==> config.mk <==
export PLATFORM = sky130hd
export DESIGN_NAME = xorshift64_keystream_xor_core
export DESIGN_NICKNAME = d
export VERILOG_FILES = /design/src/xsks_pkg.sv /design/src/xsks_ctrl.sv /design/src/xsks_dp.sv /design/src/xorshift64_keystream_xor_core.sv
export SDC_FILE = /design/constraint.sdc
export NUM_CORES = 2
export LEC_CHECK = 0
export ABC_CLOCK_PERIOD_IN_PS = 10600
export BUFFER_PORTS_ARGS = -buffer_cell sky130_fd_sc_hd__buf_2
export CAP_MARGIN = 20
export CORE_UTILIZATION = 60
export DETAILED_ROUTE_END_ITERATION = 10
export GPL_TIMING_DRIVEN = 0
export PLACE_DENSITY = 0.87
export SLEW_MARGIN = 25
export SYNTH_ARGS = -nofsm -noshare
export SYNTH_HDL_FRONTEND = slang
export SYNTH_SLANG_ARGS = --single-unit
==> constraint.sdc <==
create_clock -name clk -period 10.6 [get_ports clk]
set_input_delay 1.06 -clock clk [delete_from_list [all_inputs] [get_ports clk]]
set_output_delay 1.06 -clock clk [all_outputs]
set_load 0.01 [all_outputs]
==> src/xsks_pkg.sv <==
// Shared constants, command codes and interface types of the xorshift64 keystream core.
// Depends on nothing; used by xsks_ctrl, xsks_dp and the top level.
package xsks_pkg;

  localparam logic [63:0] GOLDEN_INIT    = 64'h9e3779b97f4a7c15;
  localparam logic [63:0] LCG_MULT       = 64'd6364136223846793005;
  localparam logic [7:0]  EMPTY_KEY_BYTE = 8'hAA;

  localparam int CFG_IDX_W = 3;
  localparam logic [CFG_IDX_W-1:0] CFG_KEY_WORD_0 = 3'd0;
  localparam logic [CFG_IDX_W-1:0] CFG_KEY_WORD_1 = 3'd1;
  localparam logic [CFG_IDX_W-1:0] CFG_KEY_WORD_2 = 3'd2;
  localparam logic [CFG_IDX_W-1:0] CFG_KEY_WORD_3 = 3'd3;
  localparam logic [CFG_IDX_W-1:0] CFG_KEY_LENGTH = 3'd4;

  typedef logic [3:0] dp_op_t;
  localparam dp_op_t OP_NOP     = 4'd0;
  localparam dp_op_t OP_PASS    = 4'd1;
  localparam dp_op_t OP_RESTART = 4'd2;
  localparam dp_op_t OP_START   = 4'd3;
  localparam dp_op_t OP_MIX     = 4'd4;
  localparam dp_op_t OP_MUL0    = 4'd5;
  localparam dp_op_t OP_MUL1    = 4'd6;
  localparam dp_op_t OP_MUL2    = 4'd7;
  localparam dp_op_t OP_ACC     = 4'd8;
  localparam dp_op_t OP_FINISH  = 4'd9;

  typedef struct packed {
    dp_op_t op;
  } dp_cmd_t;

  typedef struct packed {
    logic state_zero;
    logic last_byte;
    logic out_busy;
  } dp_status_t;

  function automatic logic [63:0] xs_advance(input logic [63:0] s);
    logic [63:0] t;
    t = s ^ (s << 13);
    t = t ^ (t >> 7);
    t = t ^ (t << 17);
    return t;
  endfunction

endpackage

==> src/xsks_ctrl.sv <==
// Controller of the xorshift64 keystream core: request acceptance and seeding sequence.
// Depends on xsks_pkg for command and status types.
module xsks_ctrl (
  input  logic                clk,
  input  logic                rst_n,
  input  logic                in_valid,
  output logic                in_ready,
  input  logic                in_kind,
  input  xsks_pkg::dp_status_t status,
  output xsks_pkg::dp_cmd_t    cmd
);

  localparam logic [2:0] ST_IDLE = 3'd0;
  localparam logic [2:0] ST_MIX  = 3'd1;
  localparam logic [2:0] ST_MUL0 = 3'd2;
  localparam logic [2:0] ST_MUL1 = 3'd3;
  localparam logic [2:0] ST_MUL2 = 3'd4;
  localparam logic [2:0] ST_ACC  = 3'd5;
  localparam logic [2:0] ST_FIN  = 3'd6;

  logic [2:0] state_r;
  logic [2:0] state_nxt;

  always_comb begin
    state_nxt = state_r;
    cmd.op    = xsks_pkg::OP_NOP;
    in_ready  = 1'b0;
    case (state_r)
      ST_IDLE: begin
        in_ready = !status.out_busy;
        if (in_valid && !status.out_busy) begin
          if (in_kind) begin
            cmd.op = xsks_pkg::OP_RESTART;
          end else if (!status.state_zero) begin
            cmd.op = xsks_pkg::OP_PASS;
          end else begin
            cmd.op    = xsks_pkg::OP_START;
            state_nxt = ST_MIX;
          end
        end
      end
      ST_MIX: begin
        cmd.op    = xsks_pkg::OP_MIX;
        state_nxt = ST_MUL0;
      end
      ST_MUL0: begin
        cmd.op    = xsks_pkg::OP_MUL0;
        state_nxt = ST_MUL1;
      end
      ST_MUL1: begin
        cmd.op    = xsks_pkg::OP_MUL1;
        state_nxt = ST_MUL2;
      end
      ST_MUL2: begin
        cmd.op    = xsks_pkg::OP_MUL2;
        state_nxt = ST_ACC;
      end
      ST_ACC: begin
        cmd.op    = xsks_pkg::OP_ACC;
        state_nxt = status.last_byte ? ST_FIN : ST_MIX;
      end
      ST_FIN: begin
        if (!status.out_busy) begin
          cmd.op    = xsks_pkg::OP_FINISH;
          state_nxt = ST_IDLE;
        end
      end
      default: begin
        state_nxt = ST_IDLE;
      end
    endcase
  end

  always_ff @(posedge clk) begin
    if (!rst_n) begin
      state_r <= ST_IDLE;
    end else begin
      state_r <= state_nxt;
    end
  end

endmodule

==> src/xsks_dp.sv <==
// Datapath of the xorshift64 keystream core: key store, shared 32x32 multiplier,
// keystream state and output register. Depends on xsks_pkg.
module xsks_dp #(
  parameter int MAX_KEY_BYTES = 32
) (
  input  logic                               clk,
  input  logic                               rst_n,
  input  logic                               cfg_we,
  input  logic [xsks_pkg::CFG_IDX_W-1:0]     cfg_index,
  input  logic [63:0]                        cfg_data,
  input  logic [7:0]                         in_data_byte,
  output logic                               out_valid,
  input  logic                               out_ready,
  output logic [7:0]                         out_data_out,
  input  xsks_pkg::dp_cmd_t                  cmd,
  output xsks_pkg::dp_status_t               status
);

  localparam int IDX_W = (MAX_KEY_BYTES > 1) ? $clog2(MAX_KEY_BYTES) : 1;
  localparam int CNT_W = $clog2(MAX_KEY_BYTES + 1);
  localparam logic [5:0] MAX_LEN = 6'(MAX_KEY_BYTES);

  logic [7:0]       key_r [MAX_KEY_BYTES];
  logic [5:0]       key_len_r;
  logic [63:0]      ks_r;
  logic [63:0]      acc_r;
  logic [63:0]      x_r;
  logic [63:0]      p0_r;
  logic [31:0]      p1_r;
  logic [31:0]      p2_r;
  logic [IDX_W-1:0] idx_r;
  logic [7:0]       data_r;
  logic             out_valid_r;
  logic [7:0]       out_data_r;

  logic [5:0]       len_clamp;
  logic [CNT_W-1:0] n_eff;
  logic [5:0]       idx_x;
  logic [7:0]       key_byte;
  logic [63:0]      mix_val;
  logic [31:0]      mul_a;
  logic [31:0]      mul_b;
  logic [63:0]      mul_p;
  logic [63:0]      ks_adv;
  logic [63:0]      seed_adv;

  genvar b;
  generate
    for (b = 0; b < MAX_KEY_BYTES; b++) begin : g_key
      always_ff @(posedge clk) begin
        if (!rst_n) begin
          key_r[b] <= 8'd0;
        end else if (cfg_we && cfg_index == xsks_pkg::CFG_IDX_W'(b / 8)) begin
          key_r[b] <= cfg_data[8*(b%8) +: 8];
        end
      end
    end
  endgenerate

  always_ff @(posedge clk) begin
    if (!rst_n) begin
      key_len_r <= 6'd0;
    end else if (cfg_we && cfg_index == xsks_pkg::CFG_KEY_LENGTH) begin
      key_len_r <= cfg_data[5:0];
    end
  end

  always_comb begin
    len_clamp = (key_len_r > MAX_LEN) ? MAX_LEN : key_len_r;
    n_eff     = (len_clamp == 6'd0) ? CNT_W'(1) : CNT_W'(len_clamp);
    idx_x     = 6'(idx_r);
    key_byte  = (len_clamp == 6'd0) ? xsks_pkg::EMPTY_KEY_BYTE : key_r[idx_r];
    mix_val   = acc_r ^ ({56'd0, key_byte} << {idx_x[2:0], 3'b000});
    case (cmd.op)
      xsks_pkg::OP_MUL1: begin
        mul_a = x_r[63:32];
        mul_b = xsks_pkg::LCG_MULT[31:0];
      end
      xsks_pkg::OP_MUL2: begin
        mul_a = x_r[31:0];
        mul_b = xsks_pkg::LCG_MULT[63:32];
      end
      default: begin
        mul_a = x_r[31:0];
        mul_b = xsks_pkg::LCG_MULT[31:0];
      end
    endcase
    mul_p    = 64'(mul_a) * 64'(mul_b);
    ks_adv   = xsks_pkg::xs_advance(ks_r);
    seed_adv = xsks_pkg::xs_advance(acc_r);
  end

  always_ff @(posedge clk) begin
    if (!rst_n) begin
      ks_r        <= 64'd0;
      idx_r       <= '0;
      out_valid_r <= 1'b0;
    end else begin
      if (out_valid_r && out_ready) begin
        out_valid_r <= 1'b0;
      end
      case (cmd.op)
        xsks_pkg::OP_PASS: begin
          ks_r        <= ks_adv;
          out_data_r  <= in_data_byte ^ ks_adv[7:0];
          out_valid_r <= 1'b1;
        end
        xsks_pkg::OP_RESTART: begin
          ks_r <= 64'd0;
        end
        xsks_pkg::OP_START: begin
          acc_r  <= xsks_pkg::GOLDEN_INIT;
          idx_r  <= '0;
          data_r <= in_data_byte;
        end
        xsks_pkg::OP_MIX: begin
          x_r <= mix_val;
        end
        xsks_pkg::OP_MUL0: begin
          p0_r <= mul_p;
        end
        xsks_pkg::OP_MUL1: begin
          p1_r <= mul_p[31:0];
        end
        xsks_pkg::OP_MUL2: begin
          p2_r <= mul_p[31:0];
        end
        xsks_pkg::OP_ACC: begin
          acc_r <= p0_r + {p1_r + p2_r, 32'd0};
          idx_r <= idx_r + IDX_W'(1);
        end
        xsks_pkg::OP_FINISH: begin
          ks_r        <= seed_adv;
          out_data_r  <= data_r ^ seed_adv[7:0];
          out_valid_r <= 1'b1;
        end
        default: begin
        end
      endcase
    end
  end

  assign status.state_zero = (ks_r == 64'd0);
  assign status.last_byte  = (CNT_W'(idx_r) == n_eff - CNT_W'(1));
  assign status.out_busy   = out_valid_r && !out_ready;
  assign out_valid         = out_valid_r;
  assign out_data_out      = out_data_r;

endmodule

==> src/xorshift64_keystream_xor_core.sv <==
// Top level of the xorshift64 keystream XOR core: controller plus datapath.
// Depends on xsks_pkg, xsks_ctrl and xsks_dp.
//
// Each data request is XORed with the low byte of a xorshift64 state that advances once
// per byte; a restart request clears the state and gives no result. While the state is
// seeded, bytes can follow every cycle unless the output stalls, with an output register
// between the two sides. When the state is zero the next data byte first seeds it: each LCG
// step runs through one shared 32x32 multiplier as three partial products, in states MIX,
// MUL0, MUL1, MUL2 and ACC per key byte (an empty key counts as one), then FIN, before that
// byte's result appears. Key registers take effect at the next seeding.
module xorshift64_keystream_xor_core #(
  parameter int MAX_KEY_BYTES = 32
) (
  input  logic                           clk,
  input  logic                           rst_n,
  input  logic                           in_valid,
  output logic                           in_ready,
  input  logic                           in_kind,
  input  logic [7:0]                     in_data_byte,
  output logic                           out_valid,
  input  logic                           out_ready,
  output logic [7:0]                     out_data_out,
  input  logic                           cfg_valid,
  output logic                           cfg_ready,
  input  logic [xsks_pkg::CFG_IDX_W-1:0] cfg_index,
  input  logic [63:0]                    cfg_data
);

  xsks_pkg::dp_cmd_t    cmd;
  xsks_pkg::dp_status_t status;

  assign cfg_ready = 1'b1;

  xsks_ctrl u_ctrl (
    .clk      (clk),
    .rst_n    (rst_n),
    .in_valid (in_valid),
    .in_ready (in_ready),
    .in_kind  (in_kind),
    .status   (status),
    .cmd      (cmd)
  );

  xsks_dp #(
    .MAX_KEY_BYTES (MAX_KEY_BYTES)
  ) u_dp (
    .clk          (clk),
    .rst_n        (rst_n),
    .cfg_we       (cfg_valid),
    .cfg_index    (cfg_index),
    .cfg_data     (cfg_data),
    .in_data_byte (in_data_byte),
    .out_valid    (out_valid),
    .out_ready    (out_ready),
    .out_data_out (out_data_out),
    .cmd          (cmd),
    .status       (status)
  );

endmodule

== Word-level counts from Yosys, hierarchy flattened ==
Memories as Yosys holds them, arrays and structs flattened. A register that Yosys moved wholly into a read port is not among the register bits.
Cells that the tools add are included.
Operators by class
  bitwise logic cells: 41
  reductions and logical operators: 27
  multiplexer cells: 70
  order comparisons: 1
  multipliers: 1
  $add $sub $neg: 4
  equality and inequality tests: 24
  shift-type cells: 1
Operators by type and width (count)
  $xor 64x64->64: 5
  $mux 8: 33
  $pmux 64 s3: 1
  $pmux 64 s2: 1
  $xor 64x57->64: 2
  $add 64x64->64: 1
  $logic_not 64->1: 1
  $shl 8x6->64: 1
  $mul 32x31->63: 1
  $add 32x32->32: 1
  $mux 32: 1
  $or 1x1->1: 32
  $mux 29: 1
  $pmux 4 s7: 1
  $pmux 3 s7: 1
  $eq 4x3->1 const B: 4
  $mux 1: 16
  $pmux 8 s2: 1
  $xor 8x8->8: 2
  $mux 3: 5
  $reduce_and 2->1: 7
  $eq 3x2->1 const B: 4
  $eq 3x3->1 const B: 4
  $mux 4: 3
  other kinds (22): 40
Word-level totals
  logic and storage cells: 182
  bits in writable memories: 256
  memories: 1
  register bits after elaboration: 351
  bits of input ports: 81
Memories
  u_dp.key_r: words 32, bits a word 8, rd ports 1, clocked after Yosys merged registers in 1, wr ports 32, line xsks_dp.sv:23  | logic [7:0] key_r [MAX_KEY_BYTES];

== Logic depth before layout (Yosys ltp) ==
  word-level depth: 10
  depth in mapped cells: 35
  depth with buffers taken out: 32

== Cells and area by module ==
Synthesis repeated with hierarchy kept, for this count alone.
Unflattened totals
  cells, all modules: 4850
  area total of the unflattened synthesis: 54055.6 um^2
By module, submodules not included
  xsks_dp: times used 1, seq. area each 17476.8 um^2, area each 53771.6 um^2, cells an instance 4815
  xsks_ctrl: times used 1, seq. area each 60.1 um^2, area each 272.8 um^2, cells an instance 33
  xorshift64_keystream_xor_core: times used 1, seq. area each 0.0 um^2, area each 11.3 um^2, cells an instance 2

== Least setup slack after synthesis ==
No wires, ideal clock.
  path kind: register -> register
  start point: register u_ctrl.state_r[2]
  end point: register u_dp.p0_r[61] (data pin)
  data required time: 10.340 ns
  stages on the path, launching flop included: 30
  setup slack: 1.845 ns
  library setup time: 0.260 ns
  arrival time: 8.495 ns
  cell sequence: dfxtp_1 > nand3b_1 > clkbuf_1 > buf_2 > buf_1 > mux2i_1 > inv_1 > fa_1 > fa_1 > inv_1 > fa_1 > fa_1 > inv_1 > fa_1 > fa_1 > fa_1 > inv_1 > fa_1 > inv_1 > ha_1 > buf_2 > a21oi_2 > a21oi_1 > a211oi_1 > o21ai_0 > or3_1 > o221ai_2 > o21ai_1 > a311oi_2 > xnor2_1
On the way
  longest elaborated chain between the ends: 5
  elaborated cells between the ends (all ways): 13
Ends and longest elaborated chain
  start, declared: line xsks_ctrl.sv:21  | logic [2:0] state_r;
  start signal, assigned: line xsks_ctrl.sv:78  | state_r <= state_nxt;
  $eq 3x3->1 (tied with other cells): line xsks_ctrl.sv:28  | case (state_r)
  $pmux 4 s7 (*): line xsks_ctrl.sv:28
  $eq 4x3->1: line xsks_dp.sv:74  | case (cmd.op)
  $mux 32 or $mux 29 (tied branches): line xsks_dp.sv:74
  $mul 32x31->63 (*): line xsks_dp.sv:88  | mul_p = 64'(mul_a) * 64'(mul_b);
  net u_dp.mul_p[61]: line xsks_dp.sv:43  | logic [63:0] mul_p;
  end signal, assigned: line xsks_dp.sv:120  | p0_r <= mul_p;
  end, declared: line xsks_dp.sv:28  | logic [63:0] p0_r;
The timed path passes the listed nets; every way through them passes the cells marked *.
A chain may end at the register's enable or synchronous reset.

== Final worst setup path ==
  start point: register u_ctrl.state_r[0]
  end point: register u_dp.p0_r[61] (data pin)
Same word-level chain as after synthesis.

==> qor_table.md <==
| Item | This run | Unit |
|:---|:---|:---|
| Status | finished clean | - |
| Period utilization | 0.966 | - |
| DR vias | 39796 | - |
| Net switching power of the design | 0.00257 | W |
| Final instance area | 0.0589 | mm2 |
| Floorplan die width | 302 | um |
| CTS tree | yes | - |
| Initial standard-cell utilization of the core | 0.609 | - |
| Cell class contributing the biggest share of worst-path delay | adder cells | - |
| Port Buffer Count | 90 | - |
| Vias per std cell | 6.28 | - |
| Layout area overhead | 8.68 | % |
| Worst path max stage delay | 0.81 | ns |
| Worst EP arrival | 10.59 | ns |
| Final Critical Period | 10.24 | ns |
| Detailed placer's ending HPWL | 128000 | um |
| Yosys top cell by area | edfxtp_1 | - |
| Vias in the first global route | 40421 | - |
| DP Area | 0.0568 | mm2 |
| Number of filler instances in the final layout | 6346 | - |
| Weighted congestion at the end of routability-driven global placement | 1.06 | - |
| Upper clock frequency limit | 0.0977 | GHz |
| Count of buffering cells on the critical path with inverters included | 9 | - |
| Leakage component of the power | 25.6 | nW |
| Async SR Flop Fraction | 0 | - |
| Post-synthesis sequential element count | 611 | - |
| Worst clock skew | 0.0538 | ns |
| Number of standard cells after synthesis | 4895 | - |
| Slew at the pin closest to its max-slew limit | 1.20 | ns |
| Synth top cells by count | inv_1, fa_1, edfxtp_1, ha_1, nor2_1 | - |
| Most frequent cell on the critical path | fa_1 | - |
| Switching power as a share of total power | 0.339 | - |
| Clock transition time at the flip-flop clock pins of the worst setup and hold paths | 0.07 | ns |
| Master of the slowest instance on the critical path | nor2_1 | - |
| Total standard cell area after synthesis | 0.0542 | mm2 |
| DRC viols | 0 | - |
| Most used standard cell by instance count after synthesis | inv_1 | - |
| DR iter-0 viols | 5513 | - |
| Largest family of logic cells by synthesized area | adder cells | - |
| Drt total wl | 165000 | um |
| Ratio of total power to cell area | 129 | mW/mm2 |
| Fraction of layout cells with a size suffix above 1 | 0.0801 | - |
| Worst max-slew margin expressed relative to the limit | 0.196 | - |
| Final setup margin | 0.363 | ns |
| Clock buffers created by TritonCTS | 54 | - |
| Pre-CTS setup slack | -0.653 | ns |
| Portion of netlist area occupied by mux cells | 0.0425 | - |
| Cell types occupying the most area after synthesis | edfxtp_1, fa_1, ha_1, inv_1, xnor2_1 | - |
| Largest vdd supply drop | 150 | uV |
| H-tree Lvls | 2 | - |
| Post-layout util | 0.662 | - |
| Post-synthesis share of cell area spent on and, or, nand and nor gates | 0.0960 | - |
| Clock tree buffer depth | 3 | - |
| Clock insertion delay at the later pin of the skew report | 0.63 | ns |
| Routed length per instance | 26.0 | um |
| Pin count of the biggest net entering global routing | 52 | - |
| Total die area | 0.0915 | mm2 |
| Global route total overflow | 0 | - |
| Global Route Usage Sum | 0.363 | - |
| Data required time at the worst endpoint | 10.96 | ns |
| Total setup violations reported at the end of the flow | 0 | - |
| Cell row count | 109 | - |
| Clock root buffer | clkbuf_16 | - |
| Number of hold violations in the final report | 0 | - |
| Logic gate share of total power | 0.341 | - |
| Area share of fa/ha/maj cells after synthesis | 0.308 | - |
| Post-route ant nets | 0 | - |
| Internal | 0.00500 | W |
| Final net count | 6203 | - |
| Pre-Repair DR Iteration Count | 6 | - |
| Class of the most critical hold timing path | flip-flop to flip-flop | - |
| Most used DFF post-synth | edfxtp_1 | - |
| Unique cell type count in the Yosys netlist | 91 | - |
| Area share of the leading cell type in the synthesized netlist | 0.292 | - |
| Sequential cell fraction of total power | 0.388 | - |
| Part of the power in the clock network | 0.271 | - |
| Synthesized-area fraction occupied by xor and xnor cells | 0.0870 | - |
| Number of enable-type register cells in the synthesized netlist | 527 | - |
| Share of the synthesized area in compound gates (AO/OA/AOI/OAI) | 0.0766 | - |
| Warning count from the yosys run | 0 | - |
| Share of the yosys chip area belonging to registers | 0.323 | - |
| Floorplan die height | 302 | um |
| Number of sinks on the clock net | 611 | - |
| Worst Setup Path Type | flip-flop to flip-flop | - |
| Antenna violations before repair | 14 | - |
| I/O Pins | 92 | - |
| Element type at the critical path end | flip-flop | - |
| Final Max Slew Viols | 0 | - |
| Highest fanout seen on the critical path | 10 | - |
| Reported max-cap violation count | 0 | - |
| Launching element type of the critical path | flip-flop | - |
| Global-route wire length before repair | 246000 | um |
| Setup repair after global routing missed its margin | no | - |
| Mean area per synthesized cell | 11.1 | um2 |
| Number of hold buffers added after cts | 0 | - |
| Area inside the core boundary | 0.0889 | mm2 |
-- stage by stage --
| stage | setup TNS (ns) | power (W) | hold WS, ns | instances |
|---|---|---|---|---|
| floorplan | 0 | 0.00480 | 0.468 | 4925 |
| global placement | -9.31 | 0.00542 | 0.483 | 6180 |
| CTS | 0 | 0.00748 | 0.490 | 6310 |
| detailed placement | -2.75 | 0.00545 | 0.484 | 6207 |
| global route | 0 | 0.00786 | 0.496 | 6329 |
| finish | 0 | 0.00757 | 0.501 | 6335 |
-- layout make-up --
class                      count  area (um2)  area share
timing repair buffer         130         973      0.0165
buffer                       170         719      0.0122
multi-input combinational   3367       33500       0.568
clock inverter                28         298     0.00506
inverter                     777        2930      0.0497
tap                         1165        1460      0.0248
sequential                   611       17500       0.297
clock buffer                  72        1500      0.0255
antenna                       15        37.5    0.000638
-- state kept, by name (all words and copies together), names as in the netlist, named ones only --
| name | flops |
|---|---|
| u_dp.out_data_out | 8 |
| u_dp.data_r | 8 |
| u_dp.p0_r | 63 |
| u_dp.ks_r | 64 |
| u_dp.key_len_r | 6 |
| u_dp.idx_r | 5 |
| u_dp.key_r | 256 |
| u_dp.x_r | 64 |
| u_dp.p1_r | 32 |
| u_dp.p2_r | 32 |
| u_dp.acc_r | 64 |
| u_ctrl.state_r | 3 |
| u_dp.out_valid | 1 |
-- cells in the final DEF, fill, tap and decap left out, types with 15 or more instances in the layout --
cell type,n
a211oi_1,24
a21o_1,72
a21oi_1,148
a22oi_1,27
and2_1,269
and3_1,35
buf_2,106
buf_4,23
clkbuf_1,148
clkbuf_16,56
conb_1,32
dfxtp_1,84
diode_2,15
edfxtp_1,527
fa_1,535
ha_1,476
inv_1,768
mux2_2,19
mux4_2,75
nand2_1,158
nand2b_1,43
nand3_1,36
nand4_1,21
nor2_1,377
nor2b_1,17
nor3_1,30
nor4_1,18
o21ai_0,128
o21bai_1,20
o221ai_1,39
xnor2_1,320
xor2_1,215
-- power by group through the flow --
stage,clock network (W),logic [W],registers (W)
2_1_floorplan,0,0.00187,0.00293
3_3_place_gp,0,0.00244,0.00298
3_5_place_dp,0,0.00248,0.00297
4_1_cts,0.00204,0.00251,0.00292
5_1_grt,0.00213,0.00279,0.00294
6_report,0.00206,0.00258,0.00293
-- kinds of logic after synthesis --
kind of cell / count (synthesis)
xor+xnor: 538
other cells: 2
flops: 611
fa+ha+maj: 1011
simple gates: 1052
compound gates: 608
buf+inv: 947
mux: 126
-- metal layers --
metal / vias to the layer above / track usage / wire length [um]
met5: - / 0 / 172
met4: 8 / 0.177 / 9320
met3: 571 / 0.0995 / 22600
met2: 2979 / 0.544 / 71900
met1: 19510 / 0.491 / 60800
li1: 16728 / - / -
-- worst register-to-register path, delay by kind of cell, from the launching register on --
family | cells | cell delay, ns
fa+ha+maj | 9 | 4.47
simple gates | 3 | 1.47
buf+inv | 9 | 1.90
flops | 1 | 0.40
xor+xnor | 1 | 0.13
compound gates | 7 | 1.60
-- path summary, 6_finish.rpt --
check / startpoint / endpoint / slack [ns] / depth (start not counted)
min: u_dp.p0_r[10] / u_dp.acc_r[10] / 0.50 / 1
min reg2reg: u_dp.p0_r[10] / u_dp.acc_r[10] / 0.50 / 1
max reg2reg: u_ctrl.state_r[0] / u_dp.p0_r[61] / 0.36 / 29
max: u_ctrl.state_r[0] / u_dp.p0_r[61] / 0.36 / 29
-- what timing repair did --
action	in CTS	in global routing
resized for setup	8	23
endpoints found under the setup margin	13	15
buffers inserted	3	10
cloned	0	0
(Power assumes the default switching activity.)
